<file path="src/rtl/apsp_pkg.sv">
// Shared constants, item types and control structs for the all-pairs shortest path block.
`default_nettype none

package apsp_pkg;

   // graph size
   localparam int MAX_VERTICES = 16;
   localparam int VIDX_W       = $clog2(MAX_VERTICES);
   localparam int CNT_W        = $clog2(MAX_VERTICES + 1);

   // item field widths
   localparam int ROW_W        = 16;
   localparam int IDX_FIELD_W  = 4;
   localparam int CFG_W        = 5;
   localparam int OUT_DIST_W   = 4;

   // stored hop count: enough for MAX_VERTICES-1 hops plus the unreachable mark
   localparam int DIST_W       = $clog2(MAX_VERTICES) + 1;
   localparam logic [DIST_W-1:0] DIST_UNREACH = '1;
   localparam logic [DIST_W-1:0] DIST_ZERO    = '0;
   localparam logic [DIST_W-1:0] DIST_ONE     = DIST_W'(1);
   localparam logic [DIST_W-1:0] DIST_OUT_MAX = DIST_W'((1 << OUT_DIST_W) - 1);

   localparam logic [CFG_W-1:0] CFG_RESET  = CFG_W'(MAX_VERTICES);
   localparam logic [CNT_W-1:0] CNT_MAX    = CNT_W'(MAX_VERTICES);

   // request codes
   localparam logic REQ_LOAD = 1'b0;
   localparam logic REQ_READ = 1'b1;

   typedef logic [DIST_W-1:0] dist_type;
   typedef dist_type [MAX_VERTICES-1:0] dist_row_type;

   typedef struct packed {
      logic                   req_type;
      logic [IDX_FIELD_W-1:0] row_index;
      logic [ROW_W-1:0]       row_bits;
      logic                   last_row;
      logic [IDX_FIELD_W-1:0] target_vertex;
   } req_item_type;

   typedef struct packed {
      logic [OUT_DIST_W-1:0] distance;
      logic                  reachable;
   } rsp_item_type;

   // distance memory command from the closure engine
   typedef struct packed {
      logic                    rd_en;
      logic [VIDX_W-1:0]       rd_addr;
      logic                    wr_en;
      logic [VIDX_W-1:0]       wr_addr;
      logic [MAX_VERTICES-1:0] wr_mask;   // per column write enable
      dist_row_type            wr_data;
   } mem_cmd_type;

endpackage

`default_nettype wire

</file>
<file path="src/rtl/apsp_channels.sv">
// Valid/ready channel interfaces for request and response items.
`default_nettype none

interface apsp_req_if import apsp_pkg::*; ();
   logic         valid;
   logic         ready;
   req_item_type payload;

   modport source (output valid, output payload, input ready);
   modport sink   (input valid, input payload, output ready);
endinterface

interface apsp_rsp_if import apsp_pkg::*; ();
   logic         valid;
   logic         ready;
   rsp_item_type payload;

   modport source (output valid, output payload, input ready);
   modport sink   (input valid, input payload, output ready);
endinterface

`default_nettype wire

</file>
<file path="src/rtl/apsp_lane.sv">
// One column lane: initial distance from an edge bit, or one min-plus relaxation.
`default_nettype none

module apsp_lane import apsp_pkg::*; (
   input  logic     init_mode,
   input  logic     edge_bit,
   input  logic     diag,
   input  dist_type cur,
   input  dist_type dik,
   input  dist_type dkj,
   output dist_type nxt
);

   logic [DIST_W:0] sum_wide;
   dist_type        sum_sat;

   always_comb begin
      sum_wide = {1'b0, dik} + {1'b0, dkj};
      if (dik == DIST_UNREACH || dkj == DIST_UNREACH ||
          sum_wide >= {1'b0, DIST_UNREACH}) begin
         sum_sat = DIST_UNREACH;
      end else begin
         sum_sat = sum_wide[DIST_W-1:0];
      end

      if (init_mode) begin
         if (diag) begin
            nxt = DIST_ZERO;
         end else if (edge_bit) begin
            nxt = DIST_ONE;
         end else begin
            nxt = DIST_UNREACH;
         end
      end else begin
         nxt = (sum_sat < cur) ? sum_sat : cur;
      end
   end

endmodule

`default_nettype wire

</file>
<file path="src/rtl/apsp_engine.sv">
// Closure sequencer: row init, pivot load, and one row per cycle across all lanes.
`default_nettype none

module apsp_engine import apsp_pkg::*; (
   input  logic              clock,
   input  logic              reset,
   input  logic              start,
   input  logic [CNT_W-1:0]  cnt,
   input  logic [ROW_W-1:0]  adj_row,
   input  dist_row_type      rd_data,
   output logic [VIDX_W-1:0] adj_addr,
   output mem_cmd_type       mem_cmd,
   output logic              busy
);

   localparam logic [2:0] ST_IDLE   = 3'd0;
   localparam logic [2:0] ST_INIT   = 3'd1;
   localparam logic [2:0] ST_PIV_RD = 3'd2;
   localparam logic [2:0] ST_PIV_LD = 3'd3;
   localparam logic [2:0] ST_ROWS   = 3'd4;

   logic [2:0]              state_ff, state_in;
   logic [VIDX_W-1:0]       i_ff, i_in;
   logic [VIDX_W-1:0]       k_ff, k_in;
   dist_row_type            pivot_ff, pivot_in;
   dist_row_type            lane_out;
   logic [MAX_VERTICES-1:0] lane_en;
   logic [VIDX_W-1:0]       last_idx;
   logic                    i_last;
   logic                    k_last;
   dist_type                dik;

   assign last_idx = VIDX_W'(cnt - CNT_W'(1));
   assign i_last   = (i_ff == last_idx);
   assign k_last   = (k_ff == last_idx);
   assign dik      = rd_data[k_ff];

   // lanes: column j of the current row
   for (genvar j = 0; j < MAX_VERTICES; j++) begin : g_lane
      logic edge_j;
      if (j < ROW_W) begin : g_edge
         assign edge_j = adj_row[j];
      end else begin : g_noedge
         assign edge_j = 1'b0;
      end
      // only columns inside the vertex count are written
      assign lane_en[j] = (CNT_W'(j) < cnt);
      apsp_lane u_lane (
         .init_mode (state_ff == ST_INIT),
         .edge_bit  (edge_j),
         .diag      (i_ff == VIDX_W'(j)),
         .cur       (rd_data[j]),
         .dik       (dik),
         .dkj       (pivot_ff[j]),
         .nxt       (lane_out[j])
      );
   end

   always_comb begin
      state_in        = state_ff;
      i_in            = i_ff;
      k_in            = k_ff;
      pivot_in        = pivot_ff;
      mem_cmd         = '0;
      mem_cmd.wr_addr = i_ff;
      mem_cmd.wr_mask = lane_en;
      mem_cmd.wr_data = lane_out;   // merge: lanes packed into one row write
      adj_addr        = i_ff;
      case (state_ff)
         ST_IDLE: begin
            if (start) begin
               i_in     = '0;
               k_in     = '0;
               state_in = ST_INIT;
            end
         end
         ST_INIT: begin
            mem_cmd.wr_en = 1'b1;
            if (i_last) begin
               i_in     = '0;
               state_in = ST_PIV_RD;
            end else begin
               i_in = i_ff + 1'b1;
            end
         end
         ST_PIV_RD: begin
            mem_cmd.rd_en   = 1'b1;
            mem_cmd.rd_addr = k_ff;
            state_in        = ST_PIV_LD;
         end
         ST_PIV_LD: begin
            pivot_in        = rd_data;
            mem_cmd.rd_en   = 1'b1;
            mem_cmd.rd_addr = '0;
            i_in            = '0;
            state_in        = ST_ROWS;
         end
         ST_ROWS: begin
            mem_cmd.wr_en   = 1'b1;
            mem_cmd.rd_en   = 1'b1;
            mem_cmd.rd_addr = i_ff + 1'b1;
            if (i_last) begin
               if (k_last) begin
                  state_in = ST_IDLE;
               end else begin
                  k_in     = k_ff + 1'b1;
                  state_in = ST_PIV_RD;
               end
            end else begin
               i_in = i_ff + 1'b1;
            end
         end
         default: begin
            state_in = ST_IDLE;
         end
      endcase
   end

   assign busy = (state_ff != ST_IDLE);

   always_ff @(posedge clock) begin
      if (reset) begin
         state_ff <= ST_IDLE;
         i_ff     <= '0;
         k_ff     <= '0;
      end else begin
         state_ff <= state_in;
         i_ff     <= i_in;
         k_ff     <= k_in;
      end
   end

   always_ff @(posedge clock) begin
      pivot_ff <= pivot_in;
   end

endmodule

`default_nettype wire

</file>
<file path="src/rtl/all_pairs_shortest_path.sv">
// Top level: request intake, adjacency rows, distance memory, closure engine, response register.
`default_nettype none

// Unweighted all-pairs shortest path by Floyd-Warshall over up to 16 vertices.
// A load item writes one adjacency row (bit j = edge to vertex j) and a read item
// returns the hop distance between row_index and target_vertex, with reachable low
// (and distance 0) when no path exists or either vertex is at or beyond the
// configured vertex_count. A load marked last_row starts the closure once its row
// is stored; the request channel is held off while it runs. Loads and reads are
// taken one per cycle when the response side drains; a read answers through the
// registered distance memory read and then the response register. The closure
// first seeds the distances row by row, then per pivot reads the pivot row,
// latches it, and relaxes the rows in use one after another, all 16 column lanes
// relaxing a row together against the pivot row. The single read port of the
// distance memory sets the pace of the closure. Rows and columns at or beyond
// vertex_count keep what an earlier closure left. Writing vertex_count 0 disables
// the closure; values above 16 act as 16. Reads before any closure, or closures
// over rows never loaded, give undefined data.

module all_pairs_shortest_path import apsp_pkg::*; (
   input  logic             clock,
   input  logic             reset,
   apsp_req_if.sink         req_chan,
   apsp_rsp_if.source       rsp_chan,
   input  logic             csr_wr_en,
   input  logic [CFG_W-1:0] csr_wr_data
);

   // config
   logic [CFG_W-1:0] vcount_ff;
   logic [CNT_W-1:0] act_cnt;

   // intake
   logic req_acc;
   logic ld_acc;
   logic rd_acc;
   logic start;

   // adjacency rows, no reset (written before use)
   logic [ROW_W-1:0]  adj_ff [MAX_VERTICES];
   logic [VIDX_W-1:0] adj_addr;

   // distance memory: one row of all columns per entry
   dist_row_type      dist_mem [MAX_VERTICES];
   dist_row_type      rd_data_ff;
   mem_cmd_type       eng_cmd;
   logic              eng_busy;
   logic              mem_rd_en;
   logic [VIDX_W-1:0] mem_rd_addr;

   // read pending between memory access and response register
   logic                   pend_ff, pend_in;
   logic                   pend_move;
   logic [IDX_FIELD_W-1:0] tgt_ff;
   logic                   inrange_ff;
   dist_type               pend_dist;
   rsp_item_type           rsp_calc;

   // response register
   logic         rsp_valid_ff, rsp_valid_in;
   rsp_item_type rsp_data_ff;

   // vertex count clamps at MAX_VERTICES
   assign act_cnt = (vcount_ff > CFG_W'(MAX_VERTICES)) ? CNT_MAX : CNT_W'(vcount_ff);

   always_ff @(posedge clock) begin
      if (reset) begin
         vcount_ff <= CFG_RESET;
      end else if (csr_wr_en) begin
         vcount_ff <= csr_wr_data;
      end
   end

   // pending read leaves when the response slot is free or being emptied
   assign pend_move      = pend_ff && (!rsp_valid_ff || rsp_chan.ready);
   assign req_chan.ready = !eng_busy && (!pend_ff || pend_move);
   assign req_acc        = req_chan.valid && req_chan.ready;
   assign ld_acc         = req_acc && (req_chan.payload.req_type == REQ_LOAD);
   assign rd_acc         = req_acc && (req_chan.payload.req_type == REQ_READ);
   assign start          = ld_acc && req_chan.payload.last_row && (act_cnt != '0);

   always_ff @(posedge clock) begin
      if (ld_acc) begin
         adj_ff[req_chan.payload.row_index] <= req_chan.payload.row_bits;
      end
   end

   apsp_engine u_engine (
      .clock    (clock),
      .reset    (reset),
      .start    (start),
      .cnt      (act_cnt),
      .adj_row  (adj_ff[adj_addr]),
      .rd_data  (rd_data_ff),
      .adj_addr (adj_addr),
      .mem_cmd  (eng_cmd),
      .busy     (eng_busy)
   );

   // read port shared: engine while busy, read items otherwise
   assign mem_rd_en   = eng_cmd.rd_en || rd_acc;
   assign mem_rd_addr = eng_busy ? eng_cmd.rd_addr : req_chan.payload.row_index;

   always_ff @(posedge clock) begin
      if (eng_cmd.wr_en) begin
         for (int j = 0; j < MAX_VERTICES; j++) begin
            if (eng_cmd.wr_mask[j]) begin
               dist_mem[eng_cmd.wr_addr][j] <= eng_cmd.wr_data[j];
            end
         end
      end
      if (mem_rd_en) begin
         rd_data_ff <= dist_mem[mem_rd_addr];
      end
   end

   // read item bookkeeping
   assign pend_in = rd_acc || (pend_ff && !pend_move);

   always_ff @(posedge clock) begin
      if (rd_acc) begin
         tgt_ff     <= req_chan.payload.target_vertex;
         inrange_ff <= (CNT_W'(req_chan.payload.row_index) < act_cnt) &&
                       (CNT_W'(req_chan.payload.target_vertex) < act_cnt);
      end
   end

   // column select and output formatting
   assign pend_dist = rd_data_ff[tgt_ff];

   always_comb begin
      if (!inrange_ff || pend_dist == DIST_UNREACH) begin
         rsp_calc.distance  = '0;
         rsp_calc.reachable = 1'b0;
      end else begin
         rsp_calc.reachable = 1'b1;
         if (pend_dist > DIST_OUT_MAX) begin
            rsp_calc.distance = '1;
         end else begin
            rsp_calc.distance = pend_dist[OUT_DIST_W-1:0];
         end
      end
   end

   assign rsp_valid_in = pend_move || (rsp_valid_ff && !rsp_chan.ready);

   always_ff @(posedge clock) begin
      if (reset) begin
         pend_ff      <= 1'b0;
         rsp_valid_ff <= 1'b0;
      end else begin
         pend_ff      <= pend_in;
         rsp_valid_ff <= rsp_valid_in;
      end
   end

   always_ff @(posedge clock) begin
      if (pend_move) begin
         rsp_data_ff <= rsp_calc;
      end
   end

   assign rsp_chan.valid   = rsp_valid_ff;
   assign rsp_chan.payload = rsp_data_ff;

   // no intake while the closure owns the memory
   a_no_accept_busy: assert property (@(posedge clock) disable iff (reset)
      eng_busy |-> !req_chan.ready)
      else $error("request accepted during closure");

   // a closing load hands the block to the engine on the next cycle
   a_start_busy: assert property (@(posedge clock) disable iff (reset)
      start |=> eng_busy)
      else $error("closure did not start");

   // distance memory written only by a running closure
   a_write_busy: assert property (@(posedge clock) disable iff (reset)
      eng_cmd.wr_en |-> eng_busy)
      else $error("distance write outside closure");

   // a pending read with a free response slot shows up next cycle
   a_pend_moves: assert property (@(posedge clock) disable iff (reset)
      (pend_ff && !rsp_valid_ff) |=> rsp_valid_ff)
      else $error("pending read lost");

endmodule

`default_nettype wire

</file>
<file path="src/flat_wrapper.sv">
// flat-port wrapper written by rule: the top's interface ports become plain ports
module all_pairs_shortest_path_flat import apsp_pkg::*;
  (clock, reset, csr_wr_en, csr_wr_data, req_chan_valid, req_chan_payload, req_chan_ready, rsp_chan_valid, rsp_chan_payload, rsp_chan_ready);
  apsp_req_if req_chan_i ();
  apsp_rsp_if rsp_chan_i ();
  input  logic clock;
  input  logic reset;
  input  logic csr_wr_en;
  input  logic [CFG_W-1:0] csr_wr_data;
  input wire logic [$bits(req_chan_i.valid)-1:0] req_chan_valid;
  input wire logic [$bits(req_chan_i.payload)-1:0] req_chan_payload;
  output wire logic [$bits(req_chan_i.ready)-1:0] req_chan_ready;
  output wire logic [$bits(rsp_chan_i.valid)-1:0] rsp_chan_valid;
  output wire logic [$bits(rsp_chan_i.payload)-1:0] rsp_chan_payload;
  input wire logic [$bits(rsp_chan_i.ready)-1:0] rsp_chan_ready;
  assign req_chan_i.valid = req_chan_valid;
  assign req_chan_i.payload = req_chan_payload;
  assign req_chan_ready = req_chan_i.ready;
  assign rsp_chan_valid = rsp_chan_i.valid;
  assign rsp_chan_payload = rsp_chan_i.payload;
  assign rsp_chan_i.ready = rsp_chan_ready;
  all_pairs_shortest_path u_core (.clock(clock), .reset(reset), .req_chan(req_chan_i), .rsp_chan(rsp_chan_i), .csr_wr_en(csr_wr_en), .csr_wr_data(csr_wr_data));
endmodule
</file>
<file path="config.mk">
export PLATFORM = sky130hd
export DESIGN_NAME = all_pairs_shortest_path_flat
export DESIGN_NICKNAME = d
export VERILOG_FILES = /design/src/rtl/apsp_pkg.sv /design/src/rtl/apsp_channels.sv /design/src/rtl/apsp_lane.sv /design/src/rtl/apsp_engine.sv /design/src/rtl/all_pairs_shortest_path.sv /design/src/flat_wrapper.sv
export SDC_FILE = /design/constraint.sdc
export NUM_CORES = 2
export LEC_CHECK = 0
export BUFFER_PORTS_ARGS = -buffer_cell sky130_fd_sc_hd__buf_2
export CAP_MARGIN = 40
export CORE_UTILIZATION = 57
export DETAILED_ROUTE_END_ITERATION = 10
export PLACE_DENSITY_LB_ADDON = 0.2
export RECOVER_POWER = 25
export SLEW_MARGIN = 0
export SYNTH_ARGS = -nofsm -noshare
export SYNTH_HDL_FRONTEND = slang
export SYNTH_SLANG_ARGS = --single-unit
</file>
<file path="constraint.sdc">
create_clock -name clock -period 5.6 [get_ports clock]
set_clock_uncertainty 0.05 [all_clocks]
set_input_delay 1.12 -clock clock [delete_from_list [all_inputs] [get_ports clock]]
set_output_delay 1.12 -clock clock [all_outputs]
set_load 0.02 [all_outputs]
</file>
After elaboration in Yosys (flattened, before gate mapping):

Memories as Yosys holds them, arrays and structs flattened. A register that Yosys moved wholly into a read port is not among the register bits.
Cells that the tools add are included.

* $add $sub $neg: 19
* equal/unequal tests: 44
* mux-type cells: 154
* reductions and logical operators: 64
* magnitude comparators: 54
* bitwise logic cells: 1

Operators with widths (number)
* 5-bit 2-to-1 mux: 83
* 5-bit by 5-bit adder with 6-bit output: 16
* 6-bit by 5-bit greater-or-equal comparator with 1-bit output (second input constant): 16
* 5-bit == test (second input constant): 18
* 5-bit less-than comparator: 16
* 1-bit 2-to-1 mux: 52
* 5-bit binary-select mux with 4-bit select: 2
* 4-bit by 5-bit less-than comparator with 1-bit output (first input constant): 8
* 1-bit logical OR: 38
* 4-bit 2-to-1 mux: 9
* 4-bit == test (second input constant): 8
* 3-bit by 5-bit less-than comparator with 1-bit output (first input constant): 4
* 4-bit by 3-bit == test with 1-bit output (second input constant): 4
* 4-bit case mux with 4 select lines: 1
* 3-bit case mux with 5 select lines: 1
* 5-bit case mux with 3 select lines: 1
* 1-bit logical AND: 10
* 1-bit by 5-bit less-than comparator with 1-bit output (first input constant): 2
* 2-bit by 5-bit less-than comparator with 1-bit output (first input constant): 2
* 4-bit by 5-bit less-than comparator with 1-bit output: 2
* 4-bit by 5-bit less-than comparator with 1-bit output (second input constant): 2
* 3-bit 2-to-1 mux: 3
* 4-bit by 1-bit adder with 4-bit output (second input constant): 2
* 4-bit by 2-bit == test with 1-bit output (second input constant): 2
* other kinds (23): 34

* input bits: 36
* memories: 2
* output and inout port bits: 7
* word-level logic and storage cells: 364
* register bits: 108
* RAM bits: 1536

Memory list
* u_core.dist_mem: depth 16, bits a word 80, read ports 1, clocked after Yosys merged registers in 1, write ports 1, RTL line all_pairs_shortest_path.sv:44 `dist_row_type dist_mem [MAX_VERTICES];`
* u_core.adj_ff: depth 16, bits a word 16, read ports 1, clocked after Yosys merged registers in 1, write ports 1, RTL line all_pairs_shortest_path.sv:40 `logic [ROW_W-1:0] adj_ff [MAX_VERTICES];`

Longest topological paths before layout:

* depth after elaboration: 13
* depth in mapped cells: 20
* depth with buffers taken out: 19

Hierarchy:

From an unflattened synthesis, not the netlist that was laid out.

* cells, all modules: 4323
* area total of the unflattened synthesis: 75323.5 um^2

By module, submodules not included
* all_pairs_shortest_path: seq. area each 48967.0 um^2, area an instance 63241.9 um^2, cells each 3025, times used 1
* apsp_lane: seq. area each 0.0 um^2, area an instance 483.0 um^2, cells each 61, times used 16
* apsp_engine: seq. area each 2622.5 um^2, area an instance 4354.2 um^2, cells each 322, times used 1

Least setup slack after synthesis:

OpenSTA, ideal clock, no wires.

* kind: reg-to-reg
* from: reg u_core.u_engine.k_ff[0]
* to: mem u_core.dist_mem[0][11] in the netlist's numbering, data pin
* clock period less this slack: 5800 ps
* stages on the path, launching flop included: 20
* path slack: -200 ps
* arrival: 5402 ps
* path buffers: 1
* setup time: 348 ps
* data required time: 5202 ps
* cell sequence: dfxtp_1 buf_4 mux4_2 a22oi_1 and3_1 inv_1 ha_1 a21o_1 a21oi_1 o21bai_1 a221o_1 nor2_1 nand2_1 ha_1 a21o_1 a21o_1 a21oi_1 nand2_1 o311a_1 a221oi_1

RTL lines
* from (decl): RTL line apsp_engine.sv:24 `logic [VIDX_W-1:0] k_ff, k_in;`
* from (signal assigned): RTL line apsp_engine.sv:129 `k_ff <= k_in;`
* to (decl): RTL line all_pairs_shortest_path.sv:44

==> out/metrics.csv <==
stage,metric,value,unit
critical_path,worstSetupEndpointType,register,
final_layout,postLayoutCellArea,0.0854,mm^2
critical_path,r2r-start,u_core.u_engine.k_ff[0],
yosys,synth_xor_area_frac,0.00709,
timing,tightest_slew,1.02,ns
route,vias,41343,
yosys,avgSynthCellArea,18.5,um^2
floorplan,fp-row-count,132,
clock_tree,ctsHoldBuffers,0,
outcome,status,"complete, no violations",
clock_tree,cts_tree,done,
yosys,synth_mux_area_frac,0.168,
global_routing,grtUsageTotal,0.286,
final_layout,final_common_cell,edfxtp_1,
floorplan,die-width,363,um
floorplan,core,0.129,mm^2
yosys,netlist_instances,4011,
yosys,synth_enable_flop_cells,1706,
critical_path,path_max_fanout,9,
final_layout,n_fill_cell,8640,
place,place_hpwl,122000,um
floorplan,pin_count,43,
critical_path,path_cells,buf_6 -> buf_4 -> mux2i_1 -> a221oi_2 -> o21ai_0 -> nand2_1 -> buf_4 -> buf_4 -> ha_1 -> a21o_1 -> a31o_2 -> a221oi_2 -> o31ai_1 -> or3_1 -> ha_1 -> a21oi_1 -> nor2b_1 -> o21ai_0 -> nand2b_1 -> or4_4 -> o221ai_4 -> buf_12 -> o221a_4,
worst_hold_path,hp-class,register to register,
clock_tree,cts_buffers,172,
route,ant_nets,0,
timing,whs,0.463,ns
clock_tree,cts-root-buf,clkbuf_16,
final_layout,layout_common_cells,"edfxtp_1, mux4_2, nor2_1",
yosys,synth_compound_area_frac,0.0367,
pwr,power_density,610,mW/mm^2
yosys,ys_types,67,
global_routing,overflow,0,
clock_tree,h-tree-depth,4,
worst_hold_path,hold_end,u_core.rsp_chan.valid,
timing,period_minus_slack,5.51,ns
pwr,power,52.1,mW
pwr,p_leak,29.0,nW
critical_path,cp.arrival,6.11,ns
final_layout,fin_nets,4576,
clock_tree,cts.reportedPaths.clkPinSlew,0.06,ns
global_routing,grt_pass1_wl,269000,um
route,drt_iter0_markers,5105,
yosys,ys_ff_latch,1728,
critical_path,cp_slowest_cell,or4_4,
timing,max_freq,182,MHz
route,wl,191000,um
place,placed_area,0.0786,mm^2
final_layout,area_growth,14.8,%
final_layout,drive_gt1_frac,0.269,
route,viasPerCell,6.62,
critical_path,crit_top_cell,buf_4,
yosys,syn-cell-area,0.0743,mm^2
timing,max-slew-margin-rel,0.319,
timing,final_max_slew_viol_count,0,
critical_path,crit_required,6.20,ns
clock_tree,worstSkewPairLatency,0.83,ns
yosys,yosys_most_used_dff,edfxtp_1,
worst_hold_path,hold_path_depth,2,
floorplan,die_h,363,um
timing,rsz0062_at_grt,yes,
worst_hold_path,min-delay-start,u_core.pend_ff,
place,gp_congestion,0.945,
run,drv_cap,0,
global_routing,antenna_found_initial,16,
place,portBuffers,42,
critical_path,r2r_cells,23,
timing,setup_violations,0,
clock_tree,clock-sinks,1728,
yosys,yosys.area_share.simple,0.0441,
critical_path,r2r_end,u_core.dist_mem[9][26],
global_routing,grt_max_degree,116,
critical_path,regToRegSetupSlack,0.09,ns
yosys,synth_top_family_by_area,multiplexers,
global_routing,first_global_vias,39969,
timing,finalHoldViolCount,0,
yosys,synthAdderAreaFrac,0.0307,
route,drc_errors,0,
route,firstDrtPassIters,6,
clock_tree,clock_path_buffers,3,
timing,fin_crit_sh,0.984,
floorplan,fp.dieArea,0.132,mm^2
yosys,synth_nets,4220,
route,wire_per_inst,30.6,um
critical_path,crit_path_start_kind,register,
floorplan,initial_core_util,0.574,
critical_path,criticalPathCategory,register to register,
yosys,synthArstFlopShare,0,
pwr,irDropWorstVdd,380,uV
critical_path,slowest_delay,0.43,ns
yosys,synth_seq_area_share,0.695,
yosys,ys_warn_count,0,
==> metrics by stage <==
step	TNS [ns]	util	setup WS [ns]	instances
after floorplan	-34.81	-	-0.200	4011
after CTS	-0.0260	0.650	-0.00297	6191
after detailed placement	-23.26	0.607	-0.183	5885
after global routing	-9.72	0.659	-0.0969	6240
after global placement	-6.52	0.605	-0.112	5867
final	0	0.659	0.0909	6245
==> flip-flops by register name, summed over array words and instances, names as in the netlist, named ones only <==
signal	flops
u_core.tgt_ff	4
u_core.vcount_ff	5
u_core.rd_data_ff	80
u_core.rsp_chan.valid	1
u_core.u_engine.state_ff	3
u_core.inrange_ff	1
u_core.adj_ff	256
u_core.rsp_chan.payload	5
u_core.pend_ff	1
u_core.u_engine.k_ff	4
u_core.u_engine.adj_addr	4
u_core.u_engine.pivot_ff	80
u_core.dist_mem	1280
==> per-layer routing <==
metal  wire length [um]  share of wire  up-vias  track usage
met4               7270          0.038       12        0.108
met3              19800           0.10      444       0.0650
met2              88700           0.46     2248        0.439
met1              75500           0.39    21446        0.405
li1                   -              -    17193            -
met5                 81        0.00042        -            0
==> cell families after synthesis <==
family                   after synthesis
buffers and inverters                324
multiplexers                         699
adder cells (fa/ha/maj)              173
AO/OA/AOI/OAI                        354
XOR/XNOR                              57
flip-flops                          1728
AND/OR/NAND/NOR                      676
==> Yosys cell counts, types with 10 or more instances <==
library cell / count / area (um^2)
edfxtp_1: 1706 / 51200
mux4_2: 441 / 9930
nor2_1: 308 / 1160
mux2i_1: 257 / 2570
ha_1: 157 / 1960
inv_1: 133 / 499
clkbuf_1: 104 / 390
nand2_1: 101 / 379
a21o_1: 71 / 533
a21oi_1: 61 / 305
nand3_1: 55 / 275
o221a_2: 52 / 586
buf_2: 49 / 245
o21ai_0: 48 / 240
xor2_1: 43 / 377
or2_2: 34 / 213
nand2b_1: 29 / 181
a221oi_1: 28 / 245
and4_1: 28 / 245
buf_1: 27 / 101
dfxtp_1: 22 / 440
and2_1: 17 / 106
nand4_1: 17 / 106
fa_1: 16 / 320
nor2b_1: 16 / 100
xnor2_1: 12 / 105
o31a_1: 11 / 96.3
or3_1: 11 / 68.8
o221ai_1: 10 / 87.6
o31ai_1: 10 / 75.1
==> where the power goes <==
| group | switching (mW) | total, mW | internal (mW) |
|---|---|---|---|
| clock | 4.88 | 11.1 | 6.26 |
| combinational | 12.4 | 20.7 | 8.27 |
| sequential | 0.563 | 20.3 | 19.7 |
==> what timing repair did <==
item                       in CTS  in global routing
cloned                          1                 27
pin swaps                       7                 44
setup buffers                   0                 19
setup endpoints to repair     543               1066
gates resized for setup        21                103
==> worst max-delay path by stage <==
stage	to	from	cells past startpoint
2_1_floorplan	u_core.dist_mem[0][11]	u_core.u_engine.k_ff[0]	19
3_3_place_gp	u_core.dist_mem[0][1]	u_core.u_engine.k_ff[0]	19
4_1_cts	u_core.dist_mem[5][37]	u_core.u_engine.k_ff[0]	20
3_5_place_dp	u_core.dist_mem[2][1]	u_core.u_engine.k_ff[0]	19
5_1_grt	u_core.dist_mem[9][26]	u_core.u_engine.k_ff[0]	23
6_report	u_core.dist_mem[9][26]	u_core.u_engine.k_ff[0]	23
==> worst max-delay path: cells and delay by family (launching register included) <==
kind,cells,cell delay (ns)
adder cells (fa/ha/maj),2,0.61
AO/OA/AOI/OAI,10,2.05
buffers and inverters,5,0.88
multiplexers,1,0.26
flip-flops,1,0.42
AND/OR/NAND/NOR,5,1.06
==> layout make-up <==
class | count | area [um^2] | share of cell area
Sequential cell | 1728 | 51700 | 0.605
Multi-Input combinational cell | 1986 | 22700 | 0.266
Clock buffer | 207 | 4480 | 0.0524
Timing Repair Buffer | 346 | 2930 | 0.0343
Tap cell | 1742 | 2180 | 0.0255
Clock inverter | 98 | 897 | 0.0105
Inverter | 133 | 503 | 0.00589
Antenna cell | 5 | 12.5 | 0.000147
Power figures use the tool's default switching activity.
